--- src/rtl/core/sxfr_pkg.sv ---
// ============================================================================
// sxfr_pkg: shared types and constants of the frame receiver
// Holds the request, result and configuration structs, the command, status
// and register codes, and the widths that follow from the frame store depth.
// ============================================================================
package sxfr_pkg;

    // Depth of the frame store in bytes.
    localparam int STORE_DEPTH = 256;

    // Counts must hold STORE_DEPTH + 1, the saturated chunk count.
    localparam int CNT_W = $clog2(STORE_DEPTH + 2);
    // Sum of stored and chunk counts.
    localparam int POS_W = CNT_W + 1;
    localparam int LEN_W = 16;
    // Wide enough for a position sum and for the length plus five.
    localparam int EXT_W = (POS_W > LEN_W + 1) ? POS_W : LEN_W + 1;

    localparam logic [EXT_W-1:0] DEPTH_EXT = EXT_W'(STORE_DEPTH);
    localparam logic [EXT_W-1:0] MIN_HDR   = EXT_W'(3);
    localparam logic [EXT_W-1:0] END_OFS   = EXT_W'(4);
    localparam logic [EXT_W-1:0] FRAME_OVH = EXT_W'(5);

    // Commands.
    localparam logic [1:0] CMD_BYTE    = 2'd0;
    localparam logic [1:0] CMD_IDLE    = 2'd1;
    localparam logic [1:0] CMD_OVERRUN = 2'd2;

    // Result status codes.
    localparam logic [2:0] ST_INCOMPLETE = 3'd0;
    localparam logic [2:0] ST_FRAME_OK   = 3'd1;
    localparam logic [2:0] ST_OVERFLOW   = 3'd2;
    localparam logic [2:0] ST_BAD_START  = 3'd3;
    localparam logic [2:0] ST_BAD_END    = 3'd4;

    // Configuration register indexes, reset values and port widths.
    localparam int          APB_ADDR_W  = 3;
    localparam int          APB_DATA_W  = 32;
    localparam logic        REG_START   = 1'b0;
    localparam logic        REG_END     = 1'b1;
    localparam logic [7:0]  START_RESET = 8'd2;
    localparam logic [7:0]  END_RESET   = 8'd3;

    typedef struct packed {
        logic [1:0] command;
        logic [7:0] data_byte;
    } sxfr_in_t;

    typedef struct packed {
        logic [2:0]       status;
        logic [LEN_W-1:0] payload_length;
    } sxfr_out_t;

    typedef struct packed {
        logic [7:0] start_byte;
        logic [7:0] end_byte;
    } sxfr_cfg_t;

endpackage

--- src/rtl/core/stx_length_etx_frame_receiver_core.sv ---
// ============================================================================
// stx_length_etx_frame_receiver_core: serial frame receiver
// Gathers received bytes into frames of start byte, 16-bit length, payload
// and end byte, and reports a status and the decoded length per idle event.
// ============================================================================
// The block takes one request per clock cycle, back to back, while the input
// does not stall. A request is accepted into the input register, where the
// frame checks evaluate it, and its result loads into the result register
// when the request moves on. A request is a received byte, a line-idle
// event or an overrun event. Only a line-idle event that follows at least
// one byte received since the last idle or overrun event produces a result;
// bytes and overrun events produce none. A frame is the start byte, the
// length high and low bytes, the payload and the end byte, which must sit at
// offset length plus four. At each such idle event the pending bytes are
// added to the frame gathered so far and the checks run in order: overflow of
// the frame store (status 2, both counts clear), fewer than three bytes
// (status 0), wrong start byte (status 3), frame not yet complete (status 0
// with the decoded length), wrong end byte (status 4) and otherwise a good
// frame (status 1); a reported bad or good frame starts a fresh one. An
// overrun event drops the bytes received since the last idle event. The
// start and end bytes are programmable through the APB-style port at byte
// addresses 0 and 4 and should only be changed while the block is idle. The
// result register holds a result until it is taken; while it is full, one
// more request waits in the input register and the input then stalls.
module stx_length_etx_frame_receiver_core (
    input  logic                             aclk,
    input  logic                             aresetn,
    input  logic                             s_valid,
    output logic                             s_ready,
    input  sxfr_pkg::sxfr_in_t               s_payload,
    output logic                             m_valid,
    input  logic                             m_ready,
    output sxfr_pkg::sxfr_out_t              m_payload,
    input  logic                             psel,
    input  logic                             penable,
    input  logic                             pwrite,
    input  logic [sxfr_pkg::APB_ADDR_W-1:0]  paddr,
    input  logic [sxfr_pkg::APB_DATA_W-1:0]  pwdata,
    output logic [sxfr_pkg::APB_DATA_W-1:0]  prdata,
    output logic                             pready
);

    sxfr_pkg::sxfr_cfg_t  cfg;
    sxfr_pkg::sxfr_in_t   item;
    sxfr_pkg::sxfr_out_t  res;
    sxfr_pkg::sxfr_out_t  m_payload_reg;
    logic                 item_valid;
    logic                 advance;
    logic                 res_valid;
    logic                 m_valid_reg;

    // The held request moves on whenever the result register is free or is
    // being emptied in this cycle, whether or not it produces a result.
    assign advance = item_valid && (!m_valid_reg || m_ready);

    sxfr_apb_regs u_regs (
        .aclk    (aclk),
        .aresetn (aresetn),
        .psel    (psel),
        .penable (penable),
        .pwrite  (pwrite),
        .paddr   (paddr),
        .pwdata  (pwdata),
        .prdata  (prdata),
        .pready  (pready),
        .cfg     (cfg)
    );

    sxfr_in_reg u_in_reg (
        .aclk       (aclk),
        .aresetn    (aresetn),
        .s_valid    (s_valid),
        .s_ready    (s_ready),
        .s_payload  (s_payload),
        .advance    (advance),
        .item_valid (item_valid),
        .item       (item)
    );

    sxfr_frame_ctrl u_frame_ctrl (
        .aclk      (aclk),
        .aresetn   (aresetn),
        .fire      (advance),
        .item      (item),
        .cfg       (cfg),
        .res_valid (res_valid),
        .res       (res)
    );

    // Result register: a new result may load in the same cycle the old one
    // is taken.
    always_ff @(posedge aclk) begin
        if (!aresetn) begin
            m_valid_reg <= 1'b0;
        end else if (advance && res_valid) begin
            m_valid_reg <= 1'b1;
        end else if (m_ready) begin
            m_valid_reg <= 1'b0;
        end
    end

    always_ff @(posedge aclk) begin
        if (advance && res_valid) begin
            m_payload_reg <= res;
        end
    end

    assign m_valid   = m_valid_reg;
    assign m_payload = m_payload_reg;

endmodule

--- src/rtl/core/sxfr_apb_regs.sv ---
// ============================================================================
// sxfr_apb_regs: configuration registers
// APB-style write and read access to the start byte and end byte registers.
// ============================================================================
module sxfr_apb_regs (
    input  logic                             aclk,
    input  logic                             aresetn,
    input  logic                             psel,
    input  logic                             penable,
    input  logic                             pwrite,
    input  logic [sxfr_pkg::APB_ADDR_W-1:0]  paddr,
    input  logic [sxfr_pkg::APB_DATA_W-1:0]  pwdata,
    output logic [sxfr_pkg::APB_DATA_W-1:0]  prdata,
    output logic                             pready,
    output sxfr_pkg::sxfr_cfg_t              cfg
);

    logic [7:0] start_byte_reg;
    logic [7:0] end_byte_reg;
    logic       wr_en;
    logic       reg_idx;

    assign pready  = 1'b1;
    assign wr_en   = psel && penable && pwrite;
    assign reg_idx = paddr[2];

    always_ff @(posedge aclk) begin
        if (!aresetn) begin
            start_byte_reg <= sxfr_pkg::START_RESET;
            end_byte_reg   <= sxfr_pkg::END_RESET;
        end else if (wr_en) begin
            if (reg_idx == sxfr_pkg::REG_START) begin
                start_byte_reg <= pwdata[7:0];
            end else begin
                end_byte_reg <= pwdata[7:0];
            end
        end
    end

    always_comb begin
        if (reg_idx == sxfr_pkg::REG_START) begin
            prdata = {{(sxfr_pkg::APB_DATA_W-8){1'b0}}, start_byte_reg};
        end else begin
            prdata = {{(sxfr_pkg::APB_DATA_W-8){1'b0}}, end_byte_reg};
        end
    end

    assign cfg.start_byte = start_byte_reg;
    assign cfg.end_byte   = end_byte_reg;

endmodule

--- src/rtl/core/sxfr_in_reg.sv ---
// ============================================================================
// sxfr_in_reg: input register
// Registers one request and holds it until the frame logic takes it.
// ============================================================================
module sxfr_in_reg (
    input  logic                 aclk,
    input  logic                 aresetn,
    input  logic                 s_valid,
    output logic                 s_ready,
    input  sxfr_pkg::sxfr_in_t   s_payload,
    input  logic                 advance,
    output logic                 item_valid,
    output sxfr_pkg::sxfr_in_t   item
);

    logic               valid_reg;
    sxfr_pkg::sxfr_in_t item_reg;

    // The slot frees up in the same cycle its request moves on.
    assign s_ready = !valid_reg || advance;

    always_ff @(posedge aclk) begin
        if (!aresetn) begin
            valid_reg <= 1'b0;
        end else if (s_valid && s_ready) begin
            valid_reg <= 1'b1;
        end else if (advance) begin
            valid_reg <= 1'b0;
        end
    end

    always_ff @(posedge aclk) begin
        if (s_valid && s_ready) begin
            item_reg <= s_payload;
        end
    end

    assign item_valid = valid_reg;
    assign item       = item_reg;

endmodule

--- src/rtl/core/sxfr_frame_ctrl.sv ---
// ============================================================================
// sxfr_frame_ctrl: frame bookkeeping and checks
// Keeps the byte counts and the header and end bytes of the frame being
// gathered, and evaluates the frame checks at each non-empty idle event.
// ============================================================================
module sxfr_frame_ctrl (
    input  logic                 aclk,
    input  logic                 aresetn,
    input  logic                 fire,
    input  sxfr_pkg::sxfr_in_t   item,
    input  sxfr_pkg::sxfr_cfg_t  cfg,
    output logic                 res_valid,
    output sxfr_pkg::sxfr_out_t  res
);

    logic [sxfr_pkg::CNT_W-1:0] stored_count_reg, stored_count_next;
    logic [sxfr_pkg::CNT_W-1:0] chunk_count_reg, chunk_count_next;
    logic [7:0]                 first_byte_reg;
    logic [7:0]                 len_hi_reg;
    logic [7:0]                 len_lo_reg;
    logic [7:0]                 captured_end_reg;

    logic [sxfr_pkg::EXT_W-1:0] pos;
    logic [sxfr_pkg::EXT_W-1:0] len_ext;
    logic [sxfr_pkg::EXT_W-1:0] end_pos;
    logic [sxfr_pkg::LEN_W-1:0] length;
    logic                       in_store;

    // Byte zero, the two length bytes and the byte at the end offset are
    // the only store entries the checks ever look at, so they are tracked
    // as they are written. Positions are written in increasing order, so
    // the end byte always lands after the length bytes it depends on.
    assign pos      = sxfr_pkg::EXT_W'(stored_count_reg) + sxfr_pkg::EXT_W'(chunk_count_reg);
    assign length   = {len_hi_reg, len_lo_reg};
    assign len_ext  = sxfr_pkg::EXT_W'(length);
    assign end_pos  = len_ext + sxfr_pkg::END_OFS;
    assign in_store = pos < sxfr_pkg::DEPTH_EXT;

    always_ff @(posedge aclk) begin
        if (!aresetn) begin
            captured_end_reg <= 8'd0;
        end else if (fire && item.command == sxfr_pkg::CMD_BYTE && in_store
                     && pos == end_pos) begin
            captured_end_reg <= item.data_byte;
        end
    end

    always_ff @(posedge aclk) begin
        if (fire && item.command == sxfr_pkg::CMD_BYTE && in_store) begin
            if (pos == sxfr_pkg::EXT_W'(0)) begin
                first_byte_reg <= item.data_byte;
            end
            if (pos == sxfr_pkg::EXT_W'(1)) begin
                len_hi_reg <= item.data_byte;
            end
            if (pos == sxfr_pkg::EXT_W'(2)) begin
                len_lo_reg <= item.data_byte;
            end
        end
    end

    always_comb begin
        stored_count_next  = stored_count_reg;
        chunk_count_next   = chunk_count_reg;
        res_valid          = 1'b0;
        res.status         = sxfr_pkg::ST_INCOMPLETE;
        res.payload_length = '0;
        case (item.command)
            sxfr_pkg::CMD_BYTE: begin
                if (sxfr_pkg::EXT_W'(chunk_count_reg) <= sxfr_pkg::DEPTH_EXT) begin
                    chunk_count_next = chunk_count_reg + sxfr_pkg::CNT_W'(1);
                end
            end
            sxfr_pkg::CMD_OVERRUN: begin
                chunk_count_next = '0;
            end
            sxfr_pkg::CMD_IDLE: begin
                if (chunk_count_reg != '0) begin
                    res_valid         = 1'b1;
                    chunk_count_next  = '0;
                    stored_count_next = sxfr_pkg::CNT_W'(pos);
                    if (pos > sxfr_pkg::DEPTH_EXT) begin
                        stored_count_next = '0;
                        res.status        = sxfr_pkg::ST_OVERFLOW;
                    end else if (pos < sxfr_pkg::MIN_HDR) begin
                        res.status = sxfr_pkg::ST_INCOMPLETE;
                    end else if (first_byte_reg != cfg.start_byte) begin
                        stored_count_next = '0;
                        res.status        = sxfr_pkg::ST_BAD_START;
                    end else if (pos < len_ext + sxfr_pkg::FRAME_OVH) begin
                        res.status         = sxfr_pkg::ST_INCOMPLETE;
                        res.payload_length = length;
                    end else begin
                        stored_count_next  = '0;
                        res.payload_length = length;
                        if (end_pos >= sxfr_pkg::DEPTH_EXT
                            || captured_end_reg != cfg.end_byte) begin
                            res.status = sxfr_pkg::ST_BAD_END;
                        end else begin
                            res.status = sxfr_pkg::ST_FRAME_OK;
                        end
                    end
                end
            end
            default: begin
                res_valid = 1'b0;
            end
        endcase
    end

    always_ff @(posedge aclk) begin
        if (!aresetn) begin
            stored_count_reg <= '0;
            chunk_count_reg  <= '0;
        end else if (fire) begin
            stored_count_reg <= stored_count_next;
            chunk_count_reg  <= chunk_count_next;
        end
    end

    // The store never holds more than its depth once a chunk is committed.
    assert property (@(posedge aclk) disable iff (!aresetn)
        sxfr_pkg::EXT_W'(stored_count_reg) <= sxfr_pkg::DEPTH_EXT)
        else $error("stored count exceeds the store depth");

    // The chunk count saturates one past the store depth.
    assert property (@(posedge aclk) disable iff (!aresetn)
        sxfr_pkg::EXT_W'(chunk_count_reg) <= sxfr_pkg::DEPTH_EXT + sxfr_pkg::EXT_W'(1))
        else $error("chunk count passed its saturation value");

    // Overflow and bad start results carry no length.
    assert property (@(posedge aclk) disable iff (!aresetn)
        (res_valid && (res.status == sxfr_pkg::ST_OVERFLOW
                       || res.status == sxfr_pkg::ST_BAD_START))
        |-> res.payload_length == '0)
        else $error("length reported with an overflow or bad start");

    // A reported good frame empties the store and the pending chunk.
    assert property (@(posedge aclk) disable iff (!aresetn)
        (fire && res_valid && res.status == sxfr_pkg::ST_FRAME_OK)
        |=> (stored_count_reg == '0 && chunk_count_reg == '0))
        else $error("counts not cleared after a good frame");

endmodule
--- config.mk ---
export PLATFORM = sky130hd
export DESIGN_NAME = stx_length_etx_frame_receiver_core
export DESIGN_NICKNAME = d
export VERILOG_FILES = /design/src/rtl/core/sxfr_pkg.sv /design/src/rtl/core/stx_length_etx_frame_receiver_core.sv /design/src/rtl/core/sxfr_apb_regs.sv /design/src/rtl/core/sxfr_in_reg.sv /design/src/rtl/core/sxfr_frame_ctrl.sv
export SDC_FILE = /design/constraint.sdc
export NUM_CORES = 1
export LEC_CHECK = 0
export ABC_AREA = 1
export BUFFER_PORTS_ARGS = -buffer_cell sky130_fd_sc_hd__buf_4
export CORE_ASPECT_RATIO = 0.75
export CORE_UTILIZATION = 40
export DETAILED_ROUTE_END_ITERATION = 10
export PLACE_DENSITY_LB_ADDON = 0.25
export SETUP_SLACK_MARGIN = 0.4
export SYNTH_ARGS = -nofsm -noshare
export SYNTH_HDL_FRONTEND = slang
export SYNTH_SLANG_ARGS = --single-unit
--- constraint.sdc ---
create_clock -name aclk -period 4.7 [get_ports aclk]
set_input_delay 0.47 -clock aclk [delete_from_list [all_inputs] [get_ports aclk]]
set_output_delay 0.47 -clock aclk [all_outputs]
set_load 0.1 [all_outputs]
* After elaboration in Yosys (flattened, before gate mapping) *
Cells that the tools add are included.

storage, ports and cells
  bits in registers = 97
  input bits = 52
  output and inout port bits = 54

cells by class
  add/sub/neg operators = 4
  $lt $le $gt $ge = 6
  equal/unequal tests = 9
  multiplexer cells = 19
  bitwise operators = 3
  reductions and logical operators = 30

operators by type and width
  cell                                                         number
  two-way mux 9 bit                                            6
  adder 16 x 3 -> 17 bit, second input constant                2
  one-hot mux 9 bit (3 select lines)                           1
  two-way mux 18 bit                                           1
  equality test 17 x 1 -> 1 bit, second input constant         1
  equality test 17 bit                                         1
  equality test 17 x 2 -> 1 bit, second input constant         1
  >= comparator 17 x 9 -> 1 bit, second input constant         1
  > comparator 17 x 9 -> 1 bit, second input constant          1
  logical NOT 17 bit                                           1
  less-than comparator 17 bit                                  1
  less-than comparator 17 x 2 -> 1 bit, second input constant  1
  less-than comparator 17 x 9 -> 1 bit, second input constant  1
  inequality test 8 bit                                        2
  AND reduction 2 bit                                          6
  adder 9 x 9 -> 10 bit                                        1
  adder 9 x 1 -> 9 bit, second input constant                  1
  <= comparator 9 bit, second input constant                   1
  nonzero test 9 bit                                           1
  logical AND 1 bit                                            8
  two-way mux 8 bit                                            1
  two-way mux 1 bit                                            6
  two-way mux 2 bit                                            3
  OR reduction 6 bit                                           1
  15 further kinds                                             21

* Longest topological paths before layout *
  word-level depth = 8
  mapped depth = 22
  depth with buffers taken out = 22

* Cells and area by module *
A second synthesis with hierarchy kept.

second synthesis, totals
  cells, all modules = 723
  area total of the unflattened synthesis = 5853.1 µm²

by module, submodules not included
  module                              times used  cells each  area an instance (µm²)  sequential area each (µm²)
  sxfr_frame_ctrl                     1           527         3885.0                  1241.2
  sxfr_apb_regs                       1           149         980.9                   320.3
  stx_length_etx_frame_receiver_core  1           30          635.6                   590.6
  sxfr_in_reg                         1           17          351.6                   320.3

* Least setup slack after synthesis *
No wires, ideal clock.

  path kind = register -> register
  start = register m_valid_reg (netlist: m_valid)
  end = register u_frame_ctrl.stored_count_reg[0] in the netlist's numbering
  setup time = 0.070 ns
  arrival = 3.728 ns
  required time = 4.630 ns
  slack = 0.902 ns
  stages on the path, launching flop included = 8
  cell sequence = dfxtp_1 -> nand2_1 -> nand2_1 -> nor3_1 -> clkinv_1 -> nor3_1 -> nand2_1 -> a21oi_1

on the way
  longest elaborated chain between the ends = 4

RTL lines
  element                        RTL line                                  RTL
  start, declared                stx_length_etx_frame_receiver_core.sv:50  logic m_valid_reg;
  start signal, assigned         stx_length_etx_frame_receiver_core.sv:94  m_valid_reg <= 1'b0;
  start signal, assigned         stx_length_etx_frame_receiver_core.sv:96  m_valid_reg <= 1'b1;
  start signal, assigned         stx_length_etx_frame_receiver_core.sv:98  m_valid_reg <= 1'b0;
  logical NOT 1 bit              stx_length_etx_frame_receiver_core.sv:54  assign advance = item_valid && (!m_valid_reg || m_ready);
  logical OR 1 bit               stx_length_etx_frame_receiver_core.sv:54
  logical AND 1 bit              stx_length_etx_frame_receiver_core.sv:54
  AND reduction 3 bit (no line)  n/a
  end signal, assigned           sxfr_frame_ctrl.sv:116                    stored_count_reg <= stored_count_next;
  end, declared                  sxfr_frame_ctrl.sv:16                     logic [sxfr_pkg::CNT_W-1:0] stored_count_reg, stored_count_next;

Every way passes these cells.
A chain may end at the register's enable or synchronous reset.

* Final worst setup path *
  start = register u_frame_ctrl.chunk_count_reg[0] in the netlist's numbering
  end = register u_frame_ctrl.stored_count_reg[8] in the netlist's numbering

on the way
  longest elaborated chain between the ends = 6

RTL lines
  element                      RTL line                RTL
  start, declared              sxfr_frame_ctrl.sv:17   logic [sxfr_pkg::CNT_W-1:0] chunk_count_reg, chunk_count_next;
  start signal, assigned       sxfr_frame_ctrl.sv:117  chunk_count_reg <= chunk_count_next;
  adder 9 x 9 -> 10 bit        sxfr_frame_ctrl.sv:33   assign pos = sxfr_pkg::EXT_W'(stored_count_reg) + sxfr_pkg::EXT_W'(chunk_count_reg);
  less-than comparator 17 bit  sxfr_frame_ctrl.sv:90   end else if (pos < len_ext + sxfr_pkg::FRAME_OVH) begin
  two-way mux 9 bit            sxfr_frame_ctrl.sv:90
  two-way mux 9 bit            sxfr_frame_ctrl.sv:87   end else if (first_byte_reg != cfg.start_byte) begin
  two-way mux 9 bit            sxfr_frame_ctrl.sv:85   end else if (pos < sxfr_pkg::MIN_HDR) begin
  two-way mux 9 bit            sxfr_frame_ctrl.sv:82   if (pos > sxfr_pkg::DEPTH_EXT) begin

Parallel ways exist; a longest one is shown, timed or not.

==> impl_metrics.ini <==
[outcome]
status = complete, no violations

[route]
drt_iter0_drc = 343
detail-route-antenna-nets = 0
vias_per_cell = 4.89
dr_total_vias = 4632
route.detailed.wl_per_inst_um = 14.2
drcViolationCount = 0
drt_pre_antenna_iters = 5
totalWireLength_um = 13400

[setup_path]
timing.critical_path.max_delay_family = simple AND/OR/NAND/NOR gates
worstReg2RegEnd = u_frame_ctrl.stored_count_reg[8]
worstPathBufferInverterCount = 4
rr_startpoint = u_frame_ctrl.chunk_count_reg[0]
cp-end-kind = flip-flop
critical_path_required_ns = 4.98
critical_path.startpoint_type = flip-flop
timing.critical_path.depth = 22
cp_common_cell = sky130_fd_sc_hd__nand2_1
worst_setup_path_startpoint = u_frame_ctrl.chunk_count_reg[0]
worstSetupEndpoint = u_frame_ctrl.stored_count_reg[8]
worst_r2r_path_depth = 22
worstPathArrival_ns = 3.61
setup_slack_reg_to_reg_ns = 1.37
critical-path-slowest-cell = sky130_fd_sc_hd__fa_1
path_cells = ha_1 > inv_1 > fa_1 > inv_1 > nand2_1 > a21oi_2 > nand4_1 > nand3_1 > xnor2_1 > inv_1 > ha_1 > inv_1 > nor2_1 > nor2_1 > nand2_1 > nor2_1 > nand2_1 > nand2_1 > nand2_1 > nand2_2 > nand2_1 > a21oi_1
timing.critical_path.fanout_max = 8
timing.setup.critical_path_class = reg -> reg
slowest_stage_delay_cp_ns = 0.45

[global_route]
number_of_global_route_vias_before_repair = 4297
grt_pass1_wl_um = 22000
grt_overflow = 0
pin_count_of_the_biggest_net_entering_global_routing = 27
initial_antenna_violation_count = 0
grt_usage = 0.196

[placement]
detailedPlace.worstSlack_ns = 1.41
globalplace.congestion = 0.898
port_buffers = 54
dp_hpwl_um = 10600

[hold_path]
hold-path-cell-count = 1
hold_class = in -> reg

[logic_synthesis]
synth_area_sq_um = 5670
number_of_synthesized_flops_with_an_enable_pin = 53
synth.mux.area_fraction = 0
synthDistinctLibCells = 38
synthesized_area_fraction_occupied_by_ao_oa_aoi_and_oai_cells = 0.0788
ys_ff_latch = 97
synth.yosys.warnings = 0
synth_cells = 707
synth_sequential_area_ratio = 0.436
avgSynthCellArea_sq_um = 8.02
netlist.top_cell.by_area = sky130_fd_sc_hd__edfxtp_1
synth-xor-area-share = 0.0598
yosysTopAreaCellShare = 0.281
yosys_most_used_dff = sky130_fd_sc_hd__edfxtp_1
synth_top_family_by_area = simple AND/OR/NAND/NOR gates
synth-adder-area-share = 0.0609
synthTopCellsByArea = sky130_fd_sc_hd__edfxtp_1 (28%), sky130_fd_sc_hd__dfxtp_1 (16%), sky130_fd_sc_hd__nand2_1 (9.6%), sky130_fd_sc_hd__inv_1 (6.5%), sky130_fd_sc_hd__nor2_1 (6.0%)
ys_async_rst_share = 0
post_synth_and_or_nand_nor_area_fraction = 0.256

[finish]
final_core_util = 0.470
design.final.nets = 846
most-common-layout-cells = sky130_fd_sc_hd__nand2_1 (145), sky130_fd_sc_hd__inv_1 (98), sky130_fd_sc_hd__nor2_1 (91)
drive_gt1_frac = 0.136
diodes_inserted = 0
syn2layout_area_growth_pct = 14.3
mostFrequentLayoutCell = sky130_fd_sc_hd__nand2_1
largest_register_ffs = 19

[timing]
fin_worst_skew_ns = 0.0106
setup_violations = 0
timing.setup.tns_ns = 0
layout_setup_ws_ns = 1.37
transition_time_at_the_pin_with_the_least_slew_margin_ns = 0.785
hold_ws_ns = 0.287
finalWorstPathRequiredPeriod_ns = 3.33
hold_viol = 0
timing.final.crit_share = 0.709
timing.max_slew.rel_slack = 0.475
rsz0062_at_grt = no
max_freq_mhz = 300
timing.final.max_slew_violations = 0

[floorplan]
start_util = 0.411
core_area_sq_um = 13800
fp.dieW_um = 139
fp.dieH_um = 105
design.portCount = 106
floorplan.die_area_sq_um = 14700
row_count = 37

[power_and_ir_drop]
p_leak_nw = 2.87
power.density_nw_per_um2 = 289
irDropWorstVdd_uv = 181

[clocking]
cts-root-buf = sky130_fd_sc_hd__clkbuf_16
tritoncts.num_buffers = 9
cts_hold_repair.buffers = 0
cts.path.max_buffers = 2
cts.sink_count = 97
postCtsSetupRepairBufs = 0
cts.clk_slew.worst_paths_ns = 0.08
clock_tree_from_tritoncts = done
ctsHtreeMaxLevel = 3
clk_latency_ns = 0.35
cts_resized = 0

[run]
cap_viol_max_count = 0
metal layers:
metal  up-vias  global-route usage  wire length, um
met1      2125               0.286             6980
met3        12              0.0394              649
met2       133               0.288             5640
li1       2362                   -                -
met5         -                   0                0
met4         0              0.0611              163
worst min path at each step:
stage                                                 from                                to
final                                         s_payload[2]                  u_in_reg.item[2]
after global routing                          s_payload[2]                  u_in_reg.item[2]
after CTS                                     s_payload[2]                  u_in_reg.item[2]
after detailed placement  u_frame_ctrl.stored_count_reg[0]  u_frame_ctrl.stored_count_reg[0]
after global placement    u_frame_ctrl.stored_count_reg[8]  u_frame_ctrl.stored_count_reg[8]
after floorplan           u_frame_ctrl.stored_count_reg[0]  u_frame_ctrl.stored_count_reg[0]
synth_stat cells (all sizes together) (15+ instances only):
cell	number
a21oi	34
buf	27
dfxtp	44
edfxtp	53
ha	26
inv	99
nand2	147
nand3	36
nand4	15
nor2	106
o21ai	40
xor2	29
report_power, final:
group / internal, mW / total, mW / switching, mW
sequential: 0.907 / 0.921 / 0.0141
clock: 0.374 / 0.734 / 0.360
combinational: 0.0391 / 0.215 / 0.176
metrics by stage:
step,cells,power [mW],area (sq um)
5_1_grt,947,1.94,6480
6_report,947,1.87,6480
4_1_cts,947,1.89,6480
3_5_place_dp,931,1.16,6180
3_3_place_gp,931,1.15,6180
2_1_floorplan,730,1.12,5760
cells by family (layout without fill, tap and decap cells):
kind of cell,after synthesis,count (layout)
flops,97,97
simple gates,329,329
fa+ha+maj,27,27
xor+xnor,37,37
other cells,2,25
buf+inv,133,175
compound gates,82,82
final cells by class:
class                      instances  area (sq um)
multi-input combinational        500          2680
clock inverter                     7          71.3
tap                              175           219
inverter                         102           383
fill                            1371          7320
sequential                        97          2470
timing repair buffer              57           428
clock buffer                       9           225
Note: power is estimated with default switching activity, not from simulation.
